`config.mk`:
```
export PLATFORM = sky130hd
export DESIGN_NAME = source_text_tokenizer
export DESIGN_NICKNAME = d
export VERILOG_FILES = /design/src/design/stt_pkg.sv /design/src/design/source_text_tokenizer.sv
export SDC_FILE = /design/constraint.sdc
export NUM_CORES = 1
export LEC_CHECK = 0
export BUFFER_PORTS_ARGS = -buffer_cell sky130_fd_sc_hd__buf_4
export CAP_MARGIN = 20
export CORE_UTILIZATION = 46
export CTS_BUF_LIST = sky130_fd_sc_hd__clkbuf_8
export DETAILED_ROUTE_END_ITERATION = 10
export PLACE_DENSITY = 0.63
export SETUP_SLACK_MARGIN = 0.1
export SKIP_LAST_GASP = 1
export SLEW_MARGIN = 10
export SYNTH_ARGS = -nofsm -noshare
export SYNTH_HDL_FRONTEND = slang
export SYNTH_SLANG_ARGS = --single-unit
```
`constraint.sdc`:
```
create_clock -name clk_i -period 6.9 [get_ports clk_i]
set_clock_uncertainty 0.15 [all_clocks]
set_input_delay 1.035 -clock clk_i [delete_from_list [all_inputs] [get_ports clk_i]]
set_output_delay 1.035 -clock clk_i [all_outputs]
set_load 0.05 [all_outputs]
```
`src/design/stt_pkg.sv`:
```
// types, codes and keyword lookup for the source text tokenizer
// no dependencies
`default_nettype none
package stt_pkg;

  localparam int unsigned PosBits  = 16;
  localparam int unsigned LineBits = 16;
  localparam int unsigned KwMaxLen = 6;

  typedef logic [5:0] kind_t;
  typedef logic [1:0] err_t;

  localparam kind_t KEnd    = 6'd0;
  localparam kind_t KErr    = 6'd1;
  localparam kind_t KNum    = 6'd2;
  localparam kind_t KStr    = 6'd3;
  localparam kind_t KIdent  = 6'd4;
  localparam kind_t KLparen = 6'd5;
  localparam kind_t KRparen = 6'd6;
  localparam kind_t KLbrace = 6'd7;
  localparam kind_t KRbrace = 6'd8;
  localparam kind_t KLbrack = 6'd9;
  localparam kind_t KRbrack = 6'd10;
  localparam kind_t KDot    = 6'd11;
  localparam kind_t KComma  = 6'd12;
  localparam kind_t KColon  = 6'd13;
  localparam kind_t KPlus   = 6'd14;
  localparam kind_t KMinus  = 6'd15;
  localparam kind_t KStar   = 6'd16;
  localparam kind_t KSlash  = 6'd17;
  localparam kind_t KGt     = 6'd18;
  localparam kind_t KGe     = 6'd19;
  localparam kind_t KLt     = 6'd20;
  localparam kind_t KLe     = 6'd21;
  localparam kind_t KLpipe  = 6'd22;
  localparam kind_t KOr     = 6'd23;
  localparam kind_t KPipeR  = 6'd24;
  localparam kind_t KAnd    = 6'd25;

  // keywords
  localparam kind_t KwElse   = 6'd26;
  localparam kind_t KwFalse  = 6'd27;
  localparam kind_t KwFn     = 6'd28;
  localparam kind_t KwFor    = 6'd29;
  localparam kind_t KwIf     = 6'd30;
  localparam kind_t KwLet    = 6'd31;
  localparam kind_t KwMatch  = 6'd32;
  localparam kind_t KwPrint  = 6'd33;
  localparam kind_t KwReturn = 6'd34;
  localparam kind_t KwSelf   = 6'd35;
  localparam kind_t KwStruct = 6'd36;
  localparam kind_t KwTrue   = 6'd37;
  localparam kind_t KwWhile  = 6'd38;
  localparam kind_t KwWith   = 6'd39;

  localparam err_t ErrNone  = 2'd0;
  localparam err_t ErrChar  = 2'd1;
  localparam err_t ErrMulti = 2'd2;
  localparam err_t ErrUnter = 2'd3;

  typedef enum logic [11:0] {
    M_IDLE    = 12'b0000_0000_0001,
    M_IDENT   = 12'b0000_0000_0010,
    M_INT     = 12'b0000_0000_0100,
    M_INT_DOT = 12'b0000_0000_1000,
    M_FRAC    = 12'b0000_0001_0000,
    M_STRING  = 12'b0000_0010_0000,
    M_COMMENT = 12'b0000_0100_0000,
    M_SLASH   = 12'b0000_1000_0000,
    M_GT      = 12'b0001_0000_0000,
    M_LT      = 12'b0010_0000_0000,
    M_PIPE    = 12'b0100_0000_0000,
    M_AMP     = 12'b1000_0000_0000
  } mode_e;

  typedef struct packed {
    logic                last;
    logic [15:0]         line;
    logic [15:0]         len;
    logic [15:0]         start;
    err_t                err;
    kind_t               kind;
  } tok_t;

  typedef logic [KwMaxLen-1:0][7:0] word_t;

  function automatic kind_t single_kind(input logic [7:0] c);
    kind_t k;
    case (c)
      8'h28:   k = KLparen;
      8'h29:   k = KRparen;
      8'h7b:   k = KLbrace;
      8'h7d:   k = KRbrace;
      8'h5b:   k = KLbrack;
      8'h5d:   k = KRbrack;
      8'h2e:   k = KDot;
      8'h2c:   k = KComma;
      8'h3a:   k = KColon;
      8'h2b:   k = KPlus;
      8'h2d:   k = KMinus;
      8'h2a:   k = KStar;
      default: k = KEnd;
    endcase
    return k;
  endfunction

  function automatic kind_t kw_kind(input word_t w, input logic [PosBits-1:0] cnt);
    kind_t k;
    logic [15:0] w2;
    logic [23:0] w3;
    logic [31:0] w4;
    logic [39:0] w5;
    logic [47:0] w6;
    w2 = {w[0], w[1]};
    w3 = {w[0], w[1], w[2]};
    w4 = {w[0], w[1], w[2], w[3]};
    w5 = {w[0], w[1], w[2], w[3], w[4]};
    w6 = {w[0], w[1], w[2], w[3], w[4], w[5]};
    k = KIdent;
    case (cnt)
      PosBits'(2): begin
        if (w2 == "fn") k = KwFn;
        else if (w2 == "if") k = KwIf;
      end
      PosBits'(3): begin
        if (w3 == "for") k = KwFor;
        else if (w3 == "let") k = KwLet;
      end
      PosBits'(4): begin
        if (w4 == "else") k = KwElse;
        else if (w4 == "self") k = KwSelf;
        else if (w4 == "true") k = KwTrue;
        else if (w4 == "with") k = KwWith;
      end
      PosBits'(5): begin
        if (w5 == "false") k = KwFalse;
        else if (w5 == "match") k = KwMatch;
        else if (w5 == "print") k = KwPrint;
        else if (w5 == "while") k = KwWhile;
      end
      PosBits'(6): begin
        if (w6 == "return") k = KwReturn;
        else if (w6 == "struct") k = KwStruct;
      end
      default: k = KIdent;
    endcase
    return k;
  endfunction

endpackage
`default_nettype wire

```
`src/design/source_text_tokenizer.sv`:
```
// source text tokenizer top level: byte stream in, token stream out
// depends on stt_pkg
//
// usage
// - slave channel takes one source byte per transaction; a zero byte ends the text
// - master channel gives one token per transaction, tlast on the final token a
//   byte causes (a byte causes zero to three tokens)
// - each accepted byte is scanned in the cycle it is accepted; its tokens land
//   in a four-entry result queue and reach the master side from the next cycle,
//   behind any token already queued
// - throughput: one byte per cycle while the queue holds at most one token;
//   bytes that yield two or three tokens drain one token per transaction
//   through the single output port of the queue
// - a stalled receiver lets the queue fill; tready drops once it holds two
//   tokens, until room for three tokens returns; no token is lost
// - reset clears scan state, counters (line to one) and the queue; after the
//   end token the scan state returns to the same values
`default_nettype none
module source_text_tokenizer
  import stt_pkg::*;
(
  input  wire logic        clk_i,
  input  wire logic        rst_ni,
  input  wire logic        s_axis_tvalid,
  output logic             s_axis_tready,
  input  wire logic [7:0]  s_axis_tdata,   // text_byte
  output logic             m_axis_tvalid,
  input  wire logic        m_axis_tready,
  // token_kind[5:0], error_kind[7:6], start_offset[23:8], tok_length[39:24],
  // line_number[55:40]
  output logic [55:0]      m_axis_tdata,
  output logic             m_axis_tlast    // last_of_run
);

  localparam logic [PosBits-1:0]  PosMax  = '1;
  localparam logic [LineBits-1:0] LineMax = '1;

  // scan state
  mode_e              mode_q, mode_d;
  word_t              word_q, word_d;
  logic [PosBits-1:0] start_q, start_d;
  logic [PosBits-1:0] cnt_q, cnt_d;
  logic [PosBits-1:0] pos_q, pos_d;
  logic [LineBits-1:0] line_q, line_d;

  // result queue
  tok_t       fifo_q [4];
  logic [1:0] wr_q, rd_q;
  logic [2:0] used_q, used_d;

  tok_t       res [3];
  logic [1:0] n;
  logic       accept, pop;

  assign s_axis_tready = (used_q <= 3'd1);
  assign accept        = s_axis_tvalid && s_axis_tready;
  assign m_axis_tvalid = (used_q != 3'd0);
  assign pop           = m_axis_tvalid && m_axis_tready;
  assign m_axis_tdata  = {fifo_q[rd_q].line, fifo_q[rd_q].len, fifo_q[rd_q].start,
                          fifo_q[rd_q].err, fifo_q[rd_q].kind};
  assign m_axis_tlast  = fifo_q[rd_q].last;

  // scan one byte
  always_comb begin
    logic [7:0]         c;
    logic               consumed, ended, alpha, digit;
    logic [PosBits:0]   sum;
    c        = s_axis_tdata;
    consumed = 1'b1;
    ended    = 1'b0;
    alpha    = (c >= 8'h61 && c <= 8'h7a) || (c >= 8'h41 && c <= 8'h5a) || c == 8'h5f;
    digit    = (c >= 8'h30 && c <= 8'h39);
    mode_d   = mode_q;
    word_d   = word_q;
    start_d  = start_q;
    cnt_d    = cnt_q;
    line_d   = line_q;
    n        = 2'd0;
    for (int i = 0; i < 3; i++) res[i] = '0;
    sum      = '0;

    if (mode_q != M_IDLE) begin
      consumed = 1'b0;
      case (mode_q)
        M_IDENT: begin
          if (alpha || digit) begin
            if (cnt_q < PosBits'(KwMaxLen)) word_d[cnt_q[2:0]] = c;
            cnt_d    = (cnt_q == PosMax) ? cnt_q : cnt_q + 1'b1;
            consumed = 1'b1;
          end else begin
            res[n] = '{1'b0, 16'(line_q), 16'(cnt_q), 16'(start_q), ErrNone,
                       kw_kind(word_q, cnt_q)};
            n = n + 1'b1;
          end
        end
        M_INT, M_FRAC: begin
          if (digit) begin
            cnt_d    = (cnt_q == PosMax) ? cnt_q : cnt_q + 1'b1;
            consumed = 1'b1;
          end else if (mode_q == M_INT && c == 8'h2e) begin
            mode_d   = M_INT_DOT;
            consumed = 1'b1;
          end else begin
            res[n] = '{1'b0, 16'(line_q), 16'(cnt_q), 16'(start_q), ErrNone, KNum};
            n = n + 1'b1;
          end
        end
        M_INT_DOT: begin
          if (digit) begin
            sum      = {1'b0, cnt_q} + (PosBits+1)'(2);
            cnt_d    = sum[PosBits] ? PosMax : sum[PosBits-1:0];
            mode_d   = M_FRAC;
            consumed = 1'b1;
          end else begin
            sum    = {1'b0, start_q} + {1'b0, cnt_q};
            res[n] = '{1'b0, 16'(line_q), 16'(cnt_q), 16'(start_q), ErrNone, KNum};
            n = n + 1'b1;
            res[n] = '{1'b0, 16'(line_q), 16'd1,
                       16'(sum[PosBits] ? PosMax : sum[PosBits-1:0]), ErrNone, KDot};
            n = n + 1'b1;
          end
        end
        M_STRING: begin
          if (c == 8'h22) begin
            cnt_d  = (cnt_q == PosMax) ? cnt_q : cnt_q + 1'b1;
            res[n] = '{1'b0, 16'(line_q), 16'(cnt_d), 16'(start_q), ErrNone, KStr};
            n = n + 1'b1;
            mode_d   = M_IDLE;
            consumed = 1'b1;
          end else if (c == 8'h0a) begin
            res[n] = '{1'b0, 16'(line_q), 16'(cnt_q), 16'(start_q), ErrMulti, KErr};
            n = n + 1'b1;
          end else if (c == 8'h00) begin
            res[n] = '{1'b0, 16'(line_q), 16'(cnt_q), 16'(start_q), ErrUnter, KErr};
            n = n + 1'b1;
          end else begin
            cnt_d    = (cnt_q == PosMax) ? cnt_q : cnt_q + 1'b1;
            consumed = 1'b1;
          end
        end
        M_COMMENT: consumed = !(c == 8'h0a || c == 8'h00);
        M_SLASH: begin
          if (c == 8'h2f) begin
            mode_d   = M_COMMENT;
            consumed = 1'b1;
          end else begin
            res[n] = '{1'b0, 16'(line_q), 16'd1, 16'(start_q), ErrNone, KSlash};
            n = n + 1'b1;
          end
        end
        M_GT: begin
          if (c == 8'h3d) begin
            res[n] = '{1'b0, 16'(line_q), 16'd2, 16'(start_q), ErrNone, KGe};
            n = n + 1'b1;
            mode_d   = M_IDLE;
            consumed = 1'b1;
          end else begin
            res[n] = '{1'b0, 16'(line_q), 16'd1, 16'(start_q), ErrNone, KGt};
            n = n + 1'b1;
          end
        end
        M_LT: begin
          if (c == 8'h3d || c == 8'h7c) begin
            res[n] = '{1'b0, 16'(line_q), 16'd2, 16'(start_q), ErrNone,
                       (c == 8'h3d) ? KLe : KLpipe};
            n = n + 1'b1;
            mode_d   = M_IDLE;
            consumed = 1'b1;
          end else begin
            res[n] = '{1'b0, 16'(line_q), 16'd1, 16'(start_q), ErrNone, KLt};
            n = n + 1'b1;
          end
        end
        M_PIPE: begin
          if (c == 8'h7c || c == 8'h3e) begin
            res[n] = '{1'b0, 16'(line_q), 16'd2, 16'(start_q), ErrNone,
                       (c == 8'h7c) ? KOr : KPipeR};
            n = n + 1'b1;
            mode_d   = M_IDLE;
            consumed = 1'b1;
          end else begin
            res[n] = '{1'b0, 16'(line_q), 16'd1, 16'(start_q), ErrChar, KErr};
            n = n + 1'b1;
          end
        end
        M_AMP: begin
          if (c == 8'h26) begin
            res[n] = '{1'b0, 16'(line_q), 16'd2, 16'(start_q), ErrNone, KAnd};
            n = n + 1'b1;
            mode_d   = M_IDLE;
            consumed = 1'b1;
          end else begin
            res[n] = '{1'b0, 16'(line_q), 16'd1, 16'(start_q), ErrChar, KErr};
            n = n + 1'b1;
          end
        end
        default: consumed = 1'b0;
      endcase
      if (!consumed) mode_d = M_IDLE;
    end

    // byte not taken by an open token: scan it from idle
    if (!consumed || mode_q == M_IDLE) begin
      if (c == 8'h00) begin
        res[n] = '{1'b0, 16'(line_d), 16'd0, 16'(pos_q), ErrNone, KEnd};
        n = n + 1'b1;
        ended = 1'b1;
      end else if (c == 8'h20 || c == 8'h0d || c == 8'h09) begin
        ended = 1'b0;
      end else if (c == 8'h0a) begin
        if (line_q != LineMax) line_d = line_q + 1'b1;
      end else begin
        start_d = pos_q;
        cnt_d   = PosBits'(1);
        if (alpha) begin
          word_d[0] = c;
          mode_d    = M_IDENT;
        end else if (digit) mode_d = M_INT;
        else if (c == 8'h22) mode_d = M_STRING;
        else if (c == 8'h2f) mode_d = M_SLASH;
        else if (c == 8'h3e) mode_d = M_GT;
        else if (c == 8'h3c) mode_d = M_LT;
        else if (c == 8'h7c) mode_d = M_PIPE;
        else if (c == 8'h26) mode_d = M_AMP;
        else if (single_kind(c) != KEnd) begin
          res[n] = '{1'b0, 16'(line_q), 16'd1, 16'(pos_q), ErrNone, single_kind(c)};
          n = n + 1'b1;
        end else begin
          res[n] = '{1'b0, 16'(line_q), 16'd1, 16'(pos_q), ErrChar, KErr};
          n = n + 1'b1;
        end
      end
    end

    if (n != 2'd0) res[n - 1'b1].last = 1'b1;

    if (ended) begin
      mode_d  = M_IDLE;
      start_d = '0;
      cnt_d   = '0;
      pos_d   = '0;
      line_d  = LineBits'(1);
    end else begin
      pos_d = (pos_q == PosMax) ? pos_q : pos_q + 1'b1;
    end
  end

  always_comb begin
    used_d = used_q;
    if (accept) used_d = used_d + {1'b0, n};
    if (pop) used_d = used_d - 3'd1;
  end

  always_ff @(posedge clk_i or negedge rst_ni) begin
    if (!rst_ni) begin
      mode_q  <= M_IDLE;
      start_q <= '0;
      cnt_q   <= '0;
      pos_q   <= '0;
      line_q  <= LineBits'(1);
      wr_q    <= '0;
      rd_q    <= '0;
      used_q  <= '0;
    end else begin
      if (accept) begin
        mode_q  <= mode_d;
        start_q <= start_d;
        cnt_q   <= cnt_d;
        pos_q   <= pos_d;
        line_q  <= line_d;
        wr_q    <= wr_q + n;
      end
      if (pop) rd_q <= rd_q + 1'b1;
      used_q <= used_d;
    end
  end

  // word buffer and queue payload carry no reset
  always_ff @(posedge clk_i) begin
    if (accept) begin
      word_q <= word_d;
      for (int i = 0; i < 3; i++) begin
        if (2'(i) < n) fifo_q[wr_q + 2'(i)] <= res[i];
      end
    end
  end

  // queue never holds more than its four entries
  assert property (@(posedge clk_i) disable iff (!rst_ni) used_q <= 3'd4)
    else $error("result queue overflow");

  // a byte is only taken when three tokens fit
  assert property (@(posedge clk_i) disable iff (!rst_ni)
    accept |-> used_q <= 3'd1)
    else $error("byte accepted without queue room");

  // after the end byte the scanner is back at its reset position
  assert property (@(posedge clk_i) disable iff (!rst_ni)
    (accept && s_axis_tdata == 8'h00) |=> (pos_q == '0 && mode_q == M_IDLE))
    else $error("scan state not cleared after end of text");

  // an accepted byte with tokens makes the output valid next cycle
  assert property (@(posedge clk_i) disable iff (!rst_ni)
    (accept && n != 2'd0) |=> m_axis_tvalid)
    else $error("tokens lost");

endmodule
`default_nettype wire
```
Yosys cells after proc, flatten, opt, wreduce, memory -nomap -nowiden
Memories as Yosys holds them, arrays and structs flattened.
Cells that the tools add are included.
{"block": "word_totals", "register_bits": 131, "mem_bits_rw": 228, "inputBits": 12, "out_inout_bits": 59, "elab_cells": 339, "n_memories": 1}
{"memory": "fifo_q", "depth": 4, "word_bits": 57, "rd": 1, "rd_ports_with_merged_regs": 0, "write_ports": 3, "line": "source_text_tokenizer.sv:47", "source": "tok_t fifo_q [4];"}
{"block": "op_classes", "add_sub_neg": 13, "n_lt_le_gt_ge": 17, "eq_ne": 63, "n_mux": 196, "bitwise_logic": 2, "reduce_logical": 33}
{"cell": "171-bit two-way mux", "n": 14}
{"cell": "171-bit bitwise mux", "n": 4}
{"cell": "56-bit case mux with 9 select lines", "n": 1}
{"cell": "16-bit two-way mux", "n": 28}
{"cell": "56-bit two-way mux", "n": 7}
{"cell": "12-bit two-way mux", "n": 24}
{"cell": "57-bit demux with 2-bit select", "n": 2}
{"cell": "6-bit two-way mux", "n": 35}
{"cell": "57-bit two-way mux", "n": 3}
{"cell": "40-bit by 39-bit == test with 1-bit output, second input constant", "n": 4}
{"cell": "32-bit by 31-bit == test with 1-bit output, second input constant", "n": 4}
{"cell": "8-bit by 6-bit == test with 1-bit output, second input constant", "n": 15}
{"cell": "114-bit two-way mux", "n": 1}
{"cell": "113-bit two-way mux", "n": 1}
{"cell": "26-bit two-way mux", "n": 4}
{"cell": "48-bit by 47-bit == test with 1-bit output, second input constant", "n": 2}
{"cell": "12-bit case mux with 8 select lines", "n": 1}
{"cell": "8-bit two-way mux", "n": 10}
{"cell": "16-bit case mux with 4 select lines", "n": 1}
{"cell": "5-bit case mux with 12 select lines", "n": 1}
{"cell": "16-bit by 1-bit adder with 16-bit output, second input constant", "n": 3}
{"cell": "48-bit bitwise mux", "n": 1}
{"cell": "16-bit by 3-bit == test with 1-bit output, second input constant", "n": 3}
{"cell": "24-bit by 23-bit == test with 1-bit output, second input constant", "n": 2}
{"cell": "63 further kinds", "n": 153}

Depth between registers and ports, before layout
{"block": "depth", "ltp_word": 44, "depth_mapped": 18, "ltp_nobuf": 15}

Worst setup path after synthesis
Ideal clock, no wire load.
{"block": "synth_path", "path_kind": "input -> register", "startpoint": "input port s_axis_tdata[4]", "endpoint": "memory fifo_q[0][0] (netlist bit), enable pin", "arrival_ns": 7.603, "slack_ns": -1.404, "path_stages": 13, "path_buffers": 1, "cell_sequence": "or4b_1 > buf_2 > nor3_2 > nor2_1 > or3_1 > a21oi_1 > ha_1 > nand3_1 > nor2_1 > nor2_2 > inv_1 > nor2_1 > o21ai_0"}
{"element": "start: declaration", "line": "source_text_tokenizer.sv:26", "source": "input wire logic [7:0] s_axis_tdata,"}
{"element": "end: declaration", "line": "source_text_tokenizer.sv:47"}

==> impl_metrics.csv <==
group,metric,value,unit
status,status,"finished, final reports clean",
timing,worstMarginPinSlew,946.3,ps
clock_tree,cts_hold_buf,0,
route,firstDrtPassIters,8,
clock_tree,root_buffer,"clkbuf_8",
layout,nets,2279,
timing,rsz0062_at_grt,"no",
placement,place_ws,776.9,ps
die,num_rows,79,
die,die_h,221.2,um
synth,synth_seq_area_share,46.92,%
synth,syn_inst,2202,
critical_path,r2r_slack,1720,ps
layout,finalNonFillerCells,2893,
critical_path,critPathCaptureType,"register",
synth,netlist_area,22100,um2
pwr,power.density,294.7,nW/um2
timing,hold_viol,0,
clock_tree,clk_latency,650,ps
synth,synth_fp_nets,2248,
route,detail_route.iter0.violations,2429,
critical_path,critPathMaxFanout,36,
clock_tree,cts_tree,"yes",
die,top_level_ports,71,
clock_tree,clkTransAtPathRegs,60,ps
clock_tree,cts_inserted_buffers,66,
critical_path,rr_startpoint,"mode_q[11]",
timing,hold_ws,276.8,ps
route,drc,0,
placement,numPortBuffers,70,
placement,dp_cells,2770,
timing,drv_slew,0,
timing,final.setup.worst_slack,1321,ps
synth,yosys.cell_count.top_type,"edfxtp_1",
layout,antenna_cells,0,
route,routed_wl,74600,um
timing,period_share,80.86,%
pwr,p_leak,8.840,nW
flow_run,maxCapViolCount,0,
pwr,fin_total_pwr,0.007250,W
global_routing,track_usage,30.09,%
synth,ys_top_cells_by_area,"edfxtp_1, dfrtp_1, mux4_2",
die,core_area,46950,um2
synth,yosysWarnings,0,
clock_tree,cts_resized,0,
placement,dp_hpwl,52120,um
global_routing,first_global_vias,18156,
critical_path,required,7110,ps
synth,synth_top_cell_area_share,37.51,%
critical_path,crit_path_start_kind,"input pin",
global_routing,overflow,0,
clock_tree,htree_levels,3,
synth,synthTopCellsByCount,"edfxtp_1, nand2_1, nor2_1",
route,routedWlPerCell,25.79,um
critical_path,cp.arrival,5790,ps
layout,area_delta_synth_final,11.33,%
worst_hold_path,hp-class,"input pin to asynchronous set/reset pin",
route,antenna_left,0,
critical_path,crit_type,"input pin to register",
die,fp.dieArea,48920,um2
route,viasPerCell,6.635,
critical_path,rr_worst_depth,14,
synth,yosysTopAreaCell,"edfxtp_1",
global_routing,grt_max_degree,59,
pwr,irDropWorstVdd,0.1831,mV
timing,fin_setup_tns,0,ps
clock_tree,clockBufferDepth,3,
synth,synth_edf_count,276,
global_routing,antenna_found_initial,0,
synth,synthFlopType,"edfxtp_1",
timing,setup_violations,0,
global_routing,grt_pass1_wl,112800,um
clock_tree,clock-sinks,359,
timing,fin_crit,5579,ps
route,vias,19195,
synth,synth.distinct_cells,98,
layout,layout-drive-gt1-share,15.31,%
clock_tree,postCtsSetupBuffers,0,
synth,avgSynthCellArea,10.04,um2
placement,gp_congestion,0.9750,
critical_path,reg2reg_to,"fifo_q[2][39]",
die,initial_core_util,47.06,%
die,die_x,221.2,um
timing,slew_headroom,36.91,%
synth,ys_async_sr_fraction,23.12,%
synth,ys_seq_elements,359,
timing,timing.fmax,0.1792,GHz
## flip-flops by register name, indices dropped and copies added (netlist names)
signal   flops
mode_q      12
pos_q       16
wr_q         2
word_q      48
used_q       3
cnt_q       16
rd_q         2
start_q     16
line_q      16
fifo_q     228
## layout by cell type, fill, tap and decap left out, drive strengths merged, types with 21 or more instances in the layout
cell type    n
a21boi      47
a31oi       28
edfxtp     276
dfrtp       81
nand2b      23
o221ai      87
a21oi      129
a22oi       21
nand2      219
clkbuf      75
mux4        57
and2        31
nor3        62
ha          32
nand3       88
nor2       197
inv         65
and3        44
o21ai      152
nor2b       34
nand4       45
buf        130
nor4        25
## through the flow
step / util (%) / cell area (um2)
3_5_place_dp: 49.52 / 23250
6_report: 52.40 / 24600
4_1_cts: 52.37 / 24590
2_1_floorplan: - / 22100
3_3_place_gp: 49.51 / 23240
5_1_grt: 52.40 / 24600
## critical path: stages
cell and delay, ps:
buf_4 180, or4b_1 660, nor3_2 370, nor2_1 170, or3_1 400, a21oi_1 440
ha_1 340, nand3_1 90, nor2_1 150, nor2_2 440, inv_1 180, nor2_1 570
o21bai_4 400, buf_12 310
## metal layers
metal  up-vias  GRT usage (%)  part of all wire [%]
li1       8581              -                     -
met1      9448          41.11                    41
met2      1005          46.16                    45
met3       161          5.497                   8.8
met4         0          14.80                   4.3
met5         -              0                     0
## logic make-up after synthesis
family,Yosys count,synth area share [%]
buf+inv,212,3.896
xor+xnor,29,1.149
simple gates,872,20.27
mux,70,6.449
flops,359,46.92
compound gates,626,19.33
fa+ha+maj,34,1.993
## layout make-up
cell class | count | area, um2
clock buffer | 74 | 1018
clock inverter | 47 | 317.8
fill | 4189 | 22350
inverter | 44 | 165.2
multi-input combinational | 1631 | 10950
sequential | 359 | 10370
tap | 607 | 759.5
timing repair buffer | 131 | 1018
## power breakdown
part           switching, W  total (W)  internal (W)  leakage, nW
clock              0.000957    0.00207       0.00111        0.746
combinational       0.00167    0.00250      0.000835         4.42
sequential         0.000169    0.00268       0.00251         3.67
## how the worst max path moves through the flow
stage | startpoint | slack [ps] | end | cells after the start
after detailed placement | s_axis_tdata[4] | 780 | fifo_q[2][30] | 14
final | s_axis_tdata[4] | 1320 | fifo_q[2][39] | 14
after global placement | s_axis_tdata[4] | 910 | fifo_q[2][52] | 14
after global routing | s_axis_tdata[5] | 1010 | fifo_q[1][49] | 14
after floorplan | s_axis_tdata[4] | 3 | fifo_q[2][0] | 13
after CTS | s_axis_tdata[4] | 1450 | fifo_q[2][34] | 14
Power figures use the tool's default switching activity.
